===== config.mk =====
export PLATFORM = sky130hd
export DESIGN_NAME = infix_to_postfix_converter
export DESIGN_NICKNAME = d
export VERILOG_FILES = /design/src/rtl/core/i2p_pkg.sv /design/src/rtl/core/i2p_ram.sv /design/src/rtl/core/i2p_dpath.sv /design/src/rtl/core/i2p_ctrl.sv /design/src/rtl/core/infix_to_postfix_converter.sv
export SDC_FILE = /design/constraint.sdc
export NUM_CORES = 1
export LEC_CHECK = 0
export ABC_AREA = 1
export BUFFER_PORTS_ARGS = -buffer_cell sky130_fd_sc_hd__buf_4
export CAP_MARGIN = 40
export CORE_ASPECT_RATIO = 1.25
export CORE_MARGIN = 8
export CORE_UTILIZATION = 44
export DETAILED_ROUTE_END_ITERATION = 7
export HOLD_SLACK_MARGIN = 0.05
export SYNTH_ARGS = -nofsm -noshare
export SYNTH_HDL_FRONTEND = slang
export SYNTH_HIERARCHICAL = 1
export SYNTH_SLANG_ARGS = --single-unit

===== constraint.sdc =====
create_clock -name clock -period 9.2 [get_ports clock]
set_clock_uncertainty 0.05 [all_clocks]
set_input_delay 1.84 -clock clock [delete_from_list [all_inputs] [get_ports clock]]
set_output_delay 1.84 -clock clock [all_outputs]
set_load 0.02 [all_outputs]

===== src/rtl/core/i2p_pkg.sv =====
// Shared types, character codes and lookup functions for the infix to postfix converter.
// No dependencies; imported by every module of the block except i2p_ram.
`timescale 1ns / 1ps

package i2p_pkg;

   localparam int DEFAULT_STACK_DEPTH = 16;

   localparam logic [1:0] ERR_NONE     = 2'd0;
   localparam logic [1:0] ERR_OVERFLOW = 2'd1;
   localparam logic [1:0] ERR_PAREN    = 2'd2;

   localparam logic [7:0] CH_LPAREN = 8'h28;
   localparam logic [7:0] CH_RPAREN = 8'h29;
   localparam logic [7:0] CH_POW    = 8'h5E;
   localparam logic [7:0] CH_MUL    = 8'h2A;
   localparam logic [7:0] CH_DIV    = 8'h2F;
   localparam logic [7:0] CH_ADD    = 8'h2B;
   localparam logic [7:0] CH_SUB    = 8'h2D;

   typedef enum logic [2:0] {
      OP_LPAREN = 3'd0,
      OP_POW    = 3'd1,
      OP_MUL    = 3'd2,
      OP_DIV    = 3'd3,
      OP_ADD    = 3'd4,
      OP_SUB    = 3'd5,
      OP_NONE   = 3'd7
   } op_type;

   typedef enum logic [2:0] {
      CLS_NONE,
      CLS_ALNUM,
      CLS_LPAREN,
      CLS_RPAREN,
      CLS_OPER
   } class_type;

   typedef struct packed {
      logic latch;
      logic decide;
      logic to_pend;
      logic emit_top;
      logic pop;
      logic push;
      logic drain;
      logic clear;
   } dp_cmd_type;

   typedef struct packed {
      class_type cls;
      logic      last;
      logic      sp_zero;
      logic      sp_full;
      logic      top_lp;
      logic      top_ok;
      logic      pop_ok;
      logic      out_free;
      logic      pend_v;
   } dp_stat_type;

   function automatic op_type op_of_char(input logic [7:0] c);
      op_type r;
      case (c)
         CH_LPAREN: r = OP_LPAREN;
         CH_POW:    r = OP_POW;
         CH_MUL:    r = OP_MUL;
         CH_DIV:    r = OP_DIV;
         CH_ADD:    r = OP_ADD;
         CH_SUB:    r = OP_SUB;
         default:   r = OP_NONE;
      endcase
      return r;
   endfunction

   function automatic class_type char_class(input logic [7:0] c);
      class_type r;
      if (c inside {[8'h41:8'h5A], [8'h61:8'h7A], [8'h30:8'h39]}) begin
         r = CLS_ALNUM;
      end else begin
         case (c)
            CH_LPAREN: r = CLS_LPAREN;
            CH_RPAREN: r = CLS_RPAREN;
            CH_POW, CH_MUL, CH_DIV, CH_ADD, CH_SUB: r = CLS_OPER;
            default:   r = CLS_NONE;
         endcase
      end
      return r;
   endfunction

   function automatic logic [7:0] op_char(input op_type op);
      logic [7:0] r;
      case (op)
         OP_LPAREN: r = CH_LPAREN;
         OP_POW:    r = CH_POW;
         OP_MUL:    r = CH_MUL;
         OP_DIV:    r = CH_DIV;
         OP_ADD:    r = CH_ADD;
         OP_SUB:    r = CH_SUB;
         default:   r = 8'h00;
      endcase
      return r;
   endfunction

   function automatic logic [1:0] op_prec(input op_type op);
      logic [1:0] r;
      case (op)
         OP_POW:         r = 2'd3;
         OP_MUL, OP_DIV: r = 2'd2;
         OP_ADD, OP_SUB: r = 2'd1;
         default:        r = 2'd0;
      endcase
      return r;
   endfunction

endpackage


===== src/rtl/core/i2p_ram.sv =====
// Generic single-write, single-read RAM with registered read data.
// No dependencies.
`timescale 1ns / 1ps

module i2p_ram #(
   parameter int WIDTH = 3,
   parameter int DEPTH = 16,
   localparam int AW = (DEPTH > 1) ? $clog2(DEPTH) : 1
) (
   input  logic             clock,
   input  logic             we,
   input  logic [AW-1:0]    waddr,
   input  logic [WIDTH-1:0] wdata,
   input  logic [AW-1:0]    raddr,
   output logic [WIDTH-1:0] rdata
);

   logic [WIDTH-1:0] mem [DEPTH];

   always_ff @(posedge clock) begin
      if (we) begin
         mem[waddr] <= wdata;
      end
      rdata <= mem[raddr];
   end

endmodule


===== src/rtl/core/i2p_dpath.sv =====
// Datapath: input latch, operator stack RAM with pointer and paren count, sticky error,
// pending result and output register. Depends on i2p_pkg and i2p_ram.
`timescale 1ns / 1ps

module i2p_dpath
   import i2p_pkg::*;
#(
   parameter int STACK_DEPTH = DEFAULT_STACK_DEPTH
) (
   input  logic        clock,
   input  logic        reset,
   input  dp_cmd_type  cmd,
   output dp_stat_type stat,
   input  logic [7:0]  req_char_in,
   input  logic        req_end_of_expr,
   output logic        rsp_valid,
   input  logic        rsp_ready,
   output logic [7:0]  rsp_char_out,
   output logic        rsp_has_char,
   output logic        rsp_expr_done,
   output logic [1:0]  rsp_error_code
);

   localparam int SP_W = $clog2(STACK_DEPTH + 1);
   localparam int AW   = $clog2(STACK_DEPTH);

   logic [7:0]      char_ff;
   logic            last_ff;
   logic [SP_W-1:0] sp_ff, sp_in;
   logic [SP_W-1:0] lp_ff, lp_in;
   logic [1:0]      err_ff, err_in;
   logic            chg_ff;
   logic            pend_v_ff, pend_v_in;
   logic [7:0]      pend_ch_ff, pend_ch_in;
   logic            out_v_ff, out_v_in;
   logic [7:0]      out_ch_ff, out_ch_in;
   logic            out_has_ff, out_has_in;
   logic            out_done_ff, out_done_in;
   logic [1:0]      out_err_ff;
   logic            load;

   logic [2:0]      rdata;
   op_type          top;
   op_type          code;
   class_type       cls;
   logic            sp_zero, sp_full, top_lp, pop_ok;
   logic [1:0]      step_err, end_err;
   logic [SP_W-1:0] lp_after;
   logic [SP_W-1:0] rd_ptr;

   assign top     = op_type'(rdata);
   assign code    = op_of_char(char_ff);
   assign cls     = char_class(char_ff);
   assign sp_zero = (sp_ff == '0);
   assign sp_full = (sp_ff == SP_W'(STACK_DEPTH));
   assign top_lp  = (top == OP_LPAREN);
   assign pop_ok  = (op_prec(top) > op_prec(code))
                 || ((op_prec(top) == op_prec(code)) && (code != OP_POW));
   assign rd_ptr  = sp_ff - SP_W'(1);

   i2p_ram #(
      .WIDTH(3),
      .DEPTH(STACK_DEPTH)
   ) u_stack (
      .clock(clock),
      .we   (cmd.push),
      .waddr(sp_ff[AW-1:0]),
      .wdata(code),
      .raddr(rd_ptr[AW-1:0]),
      .rdata(rdata)
   );

   always_comb begin
      step_err = ERR_NONE;
      lp_after = lp_ff;
      case (cls)
         CLS_RPAREN: begin
            if (lp_ff == '0) begin
               step_err = ERR_PAREN;
            end else begin
               lp_after = lp_ff - SP_W'(1);
            end
         end
         CLS_LPAREN: begin
            if (sp_full) begin
               step_err = ERR_OVERFLOW;
            end else begin
               lp_after = lp_ff + SP_W'(1);
            end
         end
         CLS_OPER: begin
            if (sp_full && (top_lp || !pop_ok)) begin
               step_err = ERR_OVERFLOW;
            end
         end
         default: begin
            step_err = ERR_NONE;
         end
      endcase
      end_err = (last_ff && (lp_after != '0)) ? ERR_PAREN : ERR_NONE;
   end

   always_comb begin
      err_in = err_ff;
      if (cmd.decide && (err_ff == ERR_NONE)) begin
         err_in = (step_err != ERR_NONE) ? step_err : end_err;
      end
      sp_in = sp_ff;
      lp_in = lp_ff;
      if (cmd.pop) begin
         sp_in = sp_ff - SP_W'(1);
         if (top_lp) begin
            lp_in = lp_ff - SP_W'(1);
         end
      end else if (cmd.push) begin
         sp_in = sp_ff + SP_W'(1);
         if (code == OP_LPAREN) begin
            lp_in = lp_ff + SP_W'(1);
         end
      end
      if (cmd.clear) begin
         sp_in  = '0;
         lp_in  = '0;
         err_in = ERR_NONE;
      end
   end

   always_comb begin
      pend_v_in   = pend_v_ff;
      pend_ch_in  = pend_ch_ff;
      load        = 1'b0;
      out_ch_in   = pend_ch_ff;
      out_has_in  = 1'b1;
      out_done_in = 1'b0;
      if (cmd.to_pend || cmd.emit_top) begin
         pend_v_in  = 1'b1;
         pend_ch_in = cmd.to_pend ? char_ff : op_char(top);
         load       = pend_v_ff;
      end else if (cmd.drain) begin
         pend_v_in   = 1'b0;
         load        = pend_v_ff || last_ff;
         out_done_in = last_ff;
         if (!pend_v_ff) begin
            out_ch_in  = 8'h00;
            out_has_in = 1'b0;
         end
      end
      if (load) begin
         out_v_in = 1'b1;
      end else if (rsp_ready) begin
         out_v_in = 1'b0;
      end else begin
         out_v_in = out_v_ff;
      end
   end

   always_ff @(posedge clock) begin
      if (reset) begin
         sp_ff     <= '0;
         lp_ff     <= '0;
         err_ff    <= ERR_NONE;
         chg_ff    <= 1'b1;
         pend_v_ff <= 1'b0;
         out_v_ff  <= 1'b0;
      end else begin
         sp_ff     <= sp_in;
         lp_ff     <= lp_in;
         err_ff    <= err_in;
         chg_ff    <= cmd.pop || cmd.push || cmd.clear;
         pend_v_ff <= pend_v_in;
         out_v_ff  <= out_v_in;
      end
   end

   always_ff @(posedge clock) begin
      if (cmd.latch) begin
         char_ff <= req_char_in;
         last_ff <= req_end_of_expr;
      end
      pend_ch_ff <= pend_ch_in;
      if (load) begin
         out_ch_ff   <= out_ch_in;
         out_has_ff  <= out_has_in;
         out_done_ff <= out_done_in;
         out_err_ff  <= err_ff;
      end
   end

   assign stat.cls      = cls;
   assign stat.last     = last_ff;
   assign stat.sp_zero  = sp_zero;
   assign stat.sp_full  = sp_full;
   assign stat.top_lp   = top_lp;
   assign stat.top_ok   = !chg_ff;
   assign stat.pop_ok   = pop_ok;
   assign stat.out_free = !out_v_ff || rsp_ready;
   assign stat.pend_v   = pend_v_ff;

   assign rsp_valid      = out_v_ff;
   assign rsp_char_out   = out_ch_ff;
   assign rsp_has_char   = out_has_ff;
   assign rsp_expr_done  = out_done_ff;
   assign rsp_error_code = out_err_ff;

endmodule


===== src/rtl/core/i2p_ctrl.sv =====
// Controller: sequences accept, classify, pop loops, push, flush and drain per character.
// Depends on i2p_pkg.
`timescale 1ns / 1ps

module i2p_ctrl
   import i2p_pkg::*;
(
   input  logic        clock,
   input  logic        reset,
   input  logic        req_valid,
   output logic        req_ready,
   input  dp_stat_type stat,
   output dp_cmd_type  cmd
);

   typedef enum logic [2:0] {
      ST_IDLE,
      ST_DECIDE,
      ST_RPOP,
      ST_OPOP,
      ST_FLUSH,
      ST_DRAIN
   } state_type;

   state_type state_ff, state_in;
   state_type after;
   logic      emit_ok;
   logic      drain_ok;

   assign after    = stat.last ? ST_FLUSH : ST_DRAIN;
   assign emit_ok  = !stat.pend_v || stat.out_free;
   assign drain_ok = (!stat.pend_v && !stat.last) || stat.out_free;

   always_comb begin
      state_in = state_ff;
      cmd      = '0;
      case (state_ff)
         ST_IDLE: begin
            if (req_valid) begin
               cmd.latch = 1'b1;
               state_in  = ST_DECIDE;
            end
         end
         ST_DECIDE: begin
            if (stat.top_ok) begin
               cmd.decide = 1'b1;
               case (stat.cls)
                  CLS_ALNUM: begin
                     cmd.to_pend = 1'b1;
                     state_in    = after;
                  end
                  CLS_RPAREN: state_in = ST_RPOP;
                  CLS_OPER:   state_in = ST_OPOP;
                  CLS_LPAREN: begin
                     cmd.push = !stat.sp_full;
                     state_in = after;
                  end
                  default: state_in = after;
               endcase
            end
         end
         ST_RPOP: begin
            if (stat.top_ok) begin
               if (stat.sp_zero) begin
                  state_in = after;
               end else if (stat.top_lp) begin
                  cmd.pop  = 1'b1;
                  state_in = after;
               end else if (emit_ok) begin
                  cmd.emit_top = 1'b1;
                  cmd.pop      = 1'b1;
               end
            end
         end
         ST_OPOP: begin
            if (stat.top_ok) begin
               if (!stat.sp_zero && !stat.top_lp && stat.pop_ok) begin
                  if (emit_ok) begin
                     cmd.emit_top = 1'b1;
                     cmd.pop      = 1'b1;
                  end
               end else begin
                  cmd.push = !stat.sp_full;
                  state_in = after;
               end
            end
         end
         ST_FLUSH: begin
            if (stat.top_ok) begin
               if (stat.sp_zero) begin
                  state_in = ST_DRAIN;
               end else if (stat.top_lp) begin
                  cmd.pop = 1'b1;
               end else if (emit_ok) begin
                  cmd.emit_top = 1'b1;
                  cmd.pop      = 1'b1;
               end
            end
         end
         ST_DRAIN: begin
            if (drain_ok) begin
               cmd.drain = 1'b1;
               cmd.clear = stat.last;
               state_in  = ST_IDLE;
            end
         end
         default: state_in = ST_IDLE;
      endcase
   end

   always_ff @(posedge clock) begin
      if (reset) begin
         state_ff <= ST_IDLE;
      end else begin
         state_ff <= state_in;
      end
   end

   assign req_ready = (state_ff == ST_IDLE);

endmodule


===== src/rtl/core/infix_to_postfix_converter.sv =====
// Top level of the infix to postfix converter: controller plus datapath.
// Depends on i2p_pkg, i2p_ctrl, i2p_dpath (and i2p_ram below it).
//
//   channel   ports                                     direction
//   req       req_valid/ready, char_in, end_of_expr     in, one character per transfer
//   rsp       rsp_valid/ready, char_out, has_char,      out, one postfix character
//             expr_done, error_code                     or bare end marker per transfer
//
// A character passes through accept, decide and drain; an operator or ')' adds its pop phase,
// and a final character adds the flush with its empty-stack check. Each operator popped
// out and each '(' dropped by the flush also waits for the registered stack read to settle,
// as does the first stack check after a push or pop right before the flush.
// Synchronous active-high reset clears pointer, paren count, error and valids.
// A stalled rsp holds the controller wherever a new result must enter the output register.
`timescale 1ns / 1ps

module infix_to_postfix_converter
   import i2p_pkg::*;
#(
   parameter int STACK_DEPTH = DEFAULT_STACK_DEPTH
) (
   input  logic       clock,
   input  logic       reset,
   input  logic       req_valid,
   output logic       req_ready,
   input  logic [7:0] req_char_in,
   input  logic       req_end_of_expr,
   output logic       rsp_valid,
   input  logic       rsp_ready,
   output logic [7:0] rsp_char_out,
   output logic       rsp_has_char,
   output logic       rsp_expr_done,
   output logic [1:0] rsp_error_code
);

   dp_cmd_type  cmd;
   dp_stat_type stat;

   i2p_ctrl u_ctrl (
      .clock    (clock),
      .reset    (reset),
      .req_valid(req_valid),
      .req_ready(req_ready),
      .stat     (stat),
      .cmd      (cmd)
   );

   i2p_dpath #(
      .STACK_DEPTH(STACK_DEPTH)
   ) u_dpath (
      .clock          (clock),
      .reset          (reset),
      .cmd            (cmd),
      .stat           (stat),
      .req_char_in    (req_char_in),
      .req_end_of_expr(req_end_of_expr),
      .rsp_valid      (rsp_valid),
      .rsp_ready      (rsp_ready),
      .rsp_char_out   (rsp_char_out),
      .rsp_has_char   (rsp_has_char),
      .rsp_expr_done  (rsp_expr_done),
      .rsp_error_code (rsp_error_code)
   );

   a_bare_marker: assert property (@(posedge clock) disable iff (reset)
      (rsp_valid && !rsp_has_char) |-> (rsp_expr_done && (rsp_char_out == 8'h00)))
      else $error("bare result without end mark");

   a_err_range: assert property (@(posedge clock) disable iff (reset)
      rsp_valid |-> ((rsp_error_code == ERR_NONE) || (rsp_error_code == ERR_OVERFLOW)
                     || (rsp_error_code == ERR_PAREN)))
      else $error("invalid error code");

   a_one_at_a_time: assert property (@(posedge clock) disable iff (reset)
      (req_valid && req_ready) |=> !req_ready)
      else $error("second transfer accepted during work");

endmodule


==> results of run 1 <==
critical path: cells and delay by family (launching register included):
kind	cells	cell delay, ns
simple gates	14	1.60
compound gates	1	0.62
fa+ha+maj	2	0.52
flops	1	0.42
buf+inv	4	0.28
cell usage in the layout (no fill, tap or decap), types with 13 or more instances in the layout:
cell type	instances
o21ai_0	14
buf_4	28
a21oi_1	13
dfxtp_1	21
inv_1	107
ha_1	14
nor2_1	65
nand3_1	66
edfxtp_1	77
nand2_1	153
per-stage QoR:
stage / util (%) / power (W) / setup slack, ns
floorplan: - / 0.0007761 / 5.549
global placement: 47.74 / 0.0008334 / 5.125
detailed placement: 48.04 / 0.0008437 / 5.378
CTS: 50.48 / 0.001203 / 5.385
global route: 50.48 / 0.001270 / 5.057
finish: 50.48 / 0.001197 / 5.344
sequential cells by signal, summed over array words and instances, names as in the netlist, 3 cells and up:
name	cells
u_dpath/pend_ch_ff	8
u_dpath/rsp_char_out	8
u_dpath/u_stack/mem	48
u_dpath/sp_ff	5
u_ctrl/state_ff	3
u_dpath/char_ff	8
u_dpath/u_stack/rdata	3
u_dpath/lp_ff	5
routing by layer:
layer	vias up	part of all wire, %	wire length, µm	GRT usage, %
met5	-	0	0	0
met1	1889	45	5021	18.33
met4	0	1.3	146	6.254
met3	12	4.4	497	2.571
met2	90	49	5532	24.38
li1	2064	-	-	-
layout make-up:
cell class	count	share of cell area [%]
clock buffer	9	3.822
clock inverter	7	1.019
inverter	117	7.496
multi-input combinational	396	33.83
sequential	98	46.38
tap	161	3.419
timing repair buffer	29	4.035
power groups by stage:
stage	combinational, W	sequential [W]	clock (W)
2_1_floorplan	0.000227	0.000549	0
3_3_place_gp	0.000278	0.000555	0
3_5_place_dp	0.000287	0.000557	0
4_1_cts	0.000288	0.000547	0.000367
5_1_grt	0.000329	0.000552	0.000389
6_report	0.000288	0.000548	0.000360
cell families after synthesis:
group                    count (synthesis)  share of synthesized area (%)
XOR/XNOR                                 4                         0.6636
buffers and inverters                  132                          10.50
AND/OR/NAND/NOR                        323                          27.39
flip-flops                              98                          51.75
AO/OA/AOI/OAI                           55                          6.375
adder cells (fa/ha/maj)                 14                          3.318
worst max-delay path by stage:
| stage | from | slack (ns) | end | cells past startpoint |
|---|---|---|---|---|
| 2_1_floorplan | rsp_ready | 5.55 | u_dpath/rsp_char_out[0] | 9 |
| 3_3_place_gp | rsp_ready | 5.13 | u_dpath/rsp_char_out[0] | 10 |
| 3_5_place_dp | rsp_ready | 5.38 | u_dpath/rsp_valid | 14 |
| 4_1_cts | u_dpath/char_ff[4] | 5.39 | u_dpath/u_stack/mem[4][0] | 21 |
| 5_1_grt | u_dpath/char_ff[4] | 5.06 | u_dpath/u_stack/mem[14][2] | 20 |
| 6_report | u_dpath/char_ff[4] | 5.34 | u_dpath/u_stack/mem[4][0] | 21 |
==> metrics.yaml, run 1 <==
sta:
  setup_viol: 0
  fin_crit_sh_pct: 41.91
  slew_headroom_pct: 43.90
  worst_pin_slew_ns: 0.8351
  hold_viol: 0
  setup_tns_ns: 0
  min_period_ns: 3.856
  report.final.slew_viol_count: 0
  max_freq_mhz: 259.4
  worst_hold_slack_ns: 0.4041
  rsz0062_at_grt: "false"
critical_path:
  path_cells: "inv_2 > nand2_1 > nor2_4 > nand2_1 > nand2_2 > inv_2 > ha_1 > nand2_1 > nand2_1 > ha_1 > nand2_1 > inv_1 > nand2_1 > nand2_1 > inv_1 > nor2_1 > nor2_1 > nand2_1 > a21oi_1 > nand3b_1 > nor2_1"
  r2r_start: "u_dpath/char_ff[4]"
  reg2reg_slack_ns: 5.34
  critPathLaunchType: "register"
  cp_slowest_stage_delay_ns: 0.62
  slowest_stage: "a21oi_1"
  r2r-end: "u_dpath/u_stack/mem[4][0]"
  critical_path_class: "register to register"
  endpoint_kind: "register"
  crit_top_cell: "nand2_1"
  cp.arrival_ns: 3.82
  critPathMaxFanout: 8
  crit_required_ns: 9.17
  ff2ff_path_depth: 21
clocking:
  hold_buffers: 0
  insertion_delay_ns: 0.34
  clock-sinks: 98
  numCtsBuffers: 9
  cts_setup_buffers: 0
  path_clk_slew_ns: 0.07
  clock-root-buffer: "clkbuf_16"
  htreeDepth: 3
  clockBufferDepth: 2
  cts_resized: 0
  cts_tree: "yes"
floorplanning:
  core_region_area_um2: 11670
  ioPinCount: 27
  fp.dieW_um: 114.0
  initial_core_util_pct: 45.24
  die_h_um: 138.5
  dieArea_um2: 15780
  rows: 44
run_status:
  status: "finished clean"
cells_and_area:
  synthToLayoutAreaGrowth_pct: 11.59
  n_antenna_cell: 0
  layout.area.seq_um2: 2733
  layoutNonFillerInstCount: 817
  nets: 678
  stdcell_area_um2: 5892
  drive_gt1_share_pct: 12.65
  multi_input_area_um2: 1993
  nFillCells: 1146
synth:
  synth_ff_type: "edfxtp_1"
  ys_top_cells_by_count: "153 x nand2_1, 107 x inv_1, 77 x edfxtp_1"
  synth_cells: 626
  yosys_warnings: 6
  avgSynthCellArea_um2: 8.435
  synthesis.area_um2: 5280
  async_reset_ff_share_pct: 0
  ys_types: 43
  synth_top_area_share_pct: 43.79
  synth_nets: 653
  yosysMostFrequentCell: "nand2_1"
  yosysTopAreaCell: "edfxtp_1"
  synth.area.top_cells: "edfxtp_1 44%, nand2_1 11%, dfxtp_1 8.0%"
  seq_area_frac_synth_pct: 51.75
  yosys_register_bits: 98
  synth-edff-count: 77
run:
  maxCapViolCount: 0
place:
  place.gp.congestion: 0.8823
  dpl.hpwl_um: 8340
  io_buffers: 26
  place_area_um2: 5607
  dp.cells: 801
routing:
  routed_via_density: 4.963
  dr_total_vias: 4055
  ant_nets: 0
  wirelength_um: 11200
  wire_per_inst_um: 13.71
  drtPass1Iterations: 7
  drtIter0Drc: 314
  route.detailed.drc: 0
worst_hold_path:
  worstHoldStart: "u_dpath/err_ff[1]"
  hold_path_depth: 0
  holdPathEnd: "u_dpath/rsp_error_code[1]"
  hold_path_class: "register to register"
pwr:
  p_sw_w: 0.0003994
  power_frac_clock_pct: 30.1
  p_leak_nw: 2.617
  p_comb_share_pct: 24.1
  p_int_w: 0.0007971
  swShare_pct: 33.38
  p_seq_share_pct: 45.8
  powerDensity_nw_per_um2: 203.1
  vdd_drop_max_mv: 0.1316
grt:
  grt_max_degree: 26
  grt_pass1_vias: 3829
  grt_use_total_pct: 14.72
  antenna_found_initial: 0
  overflow: 0
  grt_pass1_wl_um: 18220
Power figures use the tool's default switching activity.
==> run 2: changes to the inputs <==
==> constraint.sdc (replaced) <==
create_clock -name clock -period 3.9 [get_ports clock]
set_clock_uncertainty 0.05 [all_clocks]
set_input_delay 0.78 -clock clock [delete_from_list [all_inputs] [get_ports clock]]
set_output_delay 0.78 -clock clock [all_outputs]
set_load 0.02 [all_outputs]
==> run 2 against run 1 <==
  * Non-clock buffer count rose by 5
  * Critical path depth fell by 2
  * Sequential share of layout area shrank 0.30 points
  * Largest cell class unchanged
==> metrics.yaml, run 2 (synthesis gave the netlist of run 1 again) <==
pwr:
  p_seq_share_pct: 44.8  # -1.0 points
  powerDensity_nw_per_um2: 485.4  # +140%
  swShare_pct: 32.57  # -0.81 points
  vdd_drop_max_mv: 0.3472  # +160%
  p_sw_w: 0.0009376  # +130%
  p_comb_share_pct: 24.1  # about the same
  p_leak_nw: 2.657  # +1.5%
  power_frac_clock_pct: 31.1  # +1.0 points
  p_int_w: 0.001941  # +140%
floorplanning:
  initial_core_util_pct: 45.24  # unchanged
  ioPinCount: 27  # unchanged
  core_region_area_um2: 11670  # unchanged
  fp.dieW_um: 114.0  # unchanged
  die_h_um: 138.5  # unchanged
  rows: 44  # unchanged
  dieArea_um2: 15780  # unchanged
worst_hold_path:
  hold_path_class: "register to register"
clocking:
  cts_tree: "yes"
  clock-sinks: 98  # unchanged
  path_clk_slew_ns: 0.07  # about the same
  hold_buffers: 0  # unchanged
  clockBufferDepth: 2  # unchanged
  cts_setup_buffers: 0  # unchanged
  htreeDepth: 3  # unchanged
  clock-root-buffer: "clkbuf_16"
  insertion_delay_ns: 0.34  # about the same
  numCtsBuffers: 9  # unchanged
  cts_resized: 0  # unchanged
sta:
  min_period_ns: 3.488  # -0.3680 ns
  setup_viol: 0  # unchanged
  hold_viol: 0  # unchanged
  report.final.slew_viol_count: 0  # unchanged
  fin_crit_sh_pct: 89.43  # +48 points
  setup_slack_ns: 0.4122  # -4.932 ns
  max_freq_mhz: 286.7  # +11%
  worst_pin_slew_ns: 0.7031  # -0.1320 ns
  setup_tns_ns: 0  # unchanged
  slew_headroom_pct: 52.95  # +9.1 points
  rsz0062_at_grt: "false"
critical_path:
  critPathMaxFanout: 8  # unchanged
  cp_slowest_stage_delay_ns: 0.50  # -0.12 ns
  reg2reg_slack_ns: 0.41  # -4.93 ns
  critical_path_class: "register to register"
  endpoint_kind: "register"
  ff2ff_path_depth: 19  # -9.5%
  crit_path_end: "u_dpath/u_stack/mem[11][1]"
  crit_required_ns: 3.87  # -5.30 ns
  path_cells: "nand2_1 > nor2_1 > o21ai_2 > inv_1 > ha_1 > nor2_1 > ha_1 > inv_1 > nor2_1 > o21ai_0 > nand2_1 > inv_1 > nor2_1 > nor2_1 > nand2_1 > a21oi_1 > buf_4 > nand3b_1 > nor2_1"
  critPathLaunchType: "register"
  cp.arrival_ns: 3.46  # -0.36 ns
  crit_top_cell: "nor2_1"
  r2r_start: "u_dpath/char_ff[0]"
  slowest_stage: "edfxtp_1"
  r2r-end: "u_dpath/u_stack/mem[11][1]"
  worstSetupStartpoint: "u_dpath/char_ff[0]"
place:
  dpl.hpwl_um: 8422  # +0.99%
  dp_slack_ns: 0.4577  # -4.921 ns
  place.gp.congestion: 0.9024  # +2.3%
  io_buffers: 26  # unchanged
cells_and_area:
  multi_input_area_um2: 1993  # unchanged
  drive_gt1_share_pct: 13.31  # +0.66 points
  layout.area.seq_um2: 2733  # unchanged
  largest_register_ffs: 48  # unchanged
  nets: 683  # +0.74%
  n_antenna_cell: 0  # unchanged
  final_cell_mix: "153 x nand2_1, 107 x inv_1, 77 x edfxtp_1, 66 x nand3_1, 65 x nor2_1"
  layout_commonest_cell: "nand2_1"
  synthToLayoutAreaGrowth_pct: 12.32
  nFillCells: 1120  # -2.3%
  largest_register: "u_dpath/u_stack/mem"
routing:
  wirelength_um: 11390  # +1.7%
  route.detailed.drc: 0  # unchanged
  routed_via_density: 4.988  # +0.49%
  drtIter0Drc: 308  # -1.9%
  drtPass1Iterations: 5  # -2
  ant_nets: 0  # unchanged
  dr_total_vias: 4100  # +1.1%
  wire_per_inst_um: 13.86  # +1.1%
grt:
  grt_use_total_pct: 14.91  # +0.19 points
  grt_pass1_wl_um: 18730  # +2.8%
  grt_max_degree: 30  # +15%
  grt_pass1_vias: 3943  # +3.0%
  overflow: 0  # unchanged
  antenna_found_initial: 0  # unchanged
run_status:
  status: "finished clean"
run:
  maxCapViolCount: 0  # unchanged
## run 2: cell count changes in the layout (fill, tap and decap cells not counted)
cell        previous run  this run
buf_4                 28        34
clkinvlp_4             3         0
buf_16                 1         0
clkbuf_16              9        10
clkbuf_8               0         1
clkinv_2               0         1
## run 2: worst min path at each step
stage / from / end / slack, ns / cells past startpoint
after global placement: u_dpath/err_ff[1] / u_dpath/rsp_error_code[1] / 0.38 / 0
after floorplan: u_dpath/err_ff[1] / u_dpath/rsp_error_code[1] / 0.36 / 0
after global routing: u_dpath/err_ff[1] / u_dpath/rsp_error_code[1] / 0.41 / 0
final: u_dpath/err_ff[1] / u_dpath/rsp_error_code[1] / 0.39 / 0
after CTS: u_dpath/err_ff[1] / u_dpath/rsp_error_code[1] / 0.39 / 0
after detailed placement: u_dpath/err_ff[1] / u_dpath/rsp_error_code[1] / 0.37 / 0
## run 2: cell type report
| cell class | instances | share of cell area [%] |
|---|---|---|
| sequential | 98 | 46.08 |
| multi-input combinational | 396 | 33.61 |
| inverter | 117 | 7.447 |
| clock buffer | 11 | 4.451 |
| timing repair buffer | 34 | 4.304 |
| tap | 161 | 3.397 |
| clock inverter | 5 | 0.7173 |
## run 2: power groups by stage
| stage | Combinational (W) | Clock, W | Sequential [W] |
|---|---|---|---|
| global route | 0.000784 | 0.000960 | 0.00130 |
| detailed placement | 0.000688 | 0 | 0.00131 |
| CTS | 0.000693 | 0.000922 | 0.00129 |
| floorplan | 0.000535 | 0 | 0.00130 |
| finish | 0.000694 | 0.000895 | 0.00129 |
| global placement | 0.000685 | 0 | 0.00131 |
## run 2: metrics by stage
stage                     utilization [%]  cells  instance area (µm²)  power, W  hold WS (ns)
after global routing                50.81    822                 5931  0.003042        0.4109
after floorplan                         -    626                 5280  0.001831        0.3582
after detailed placement            48.19    806                 5624  0.001998        0.3670
after CTS                           50.81    822                 5931  0.002902        0.3928
final                               50.81    822                 5931  0.002879        0.3866
after global placement              48.19    806                 5624  0.001992        0.3753
## run 2: layer usage
metal / vias up / routed length, µm / GRT usage [%]
li1: 2081 / - / -
met1: 1890 / 5052 / 18.01
met2: 97 / 5481 / 24.34
met3: 32 / 501 / 2.745
met4: 0 / 357 / 8.363
met5: - / 0 / 0
## run 2: worst max-delay path, delay by kind of cell (launching register included)
family	cells	cell delay [ns]
DFF	1	0.50
and+or+nand+nor	10	1.17
buffers and inverters	4	0.38
AOI/OAI and AO/OA	3	0.61
adders and majority gates	2	0.44
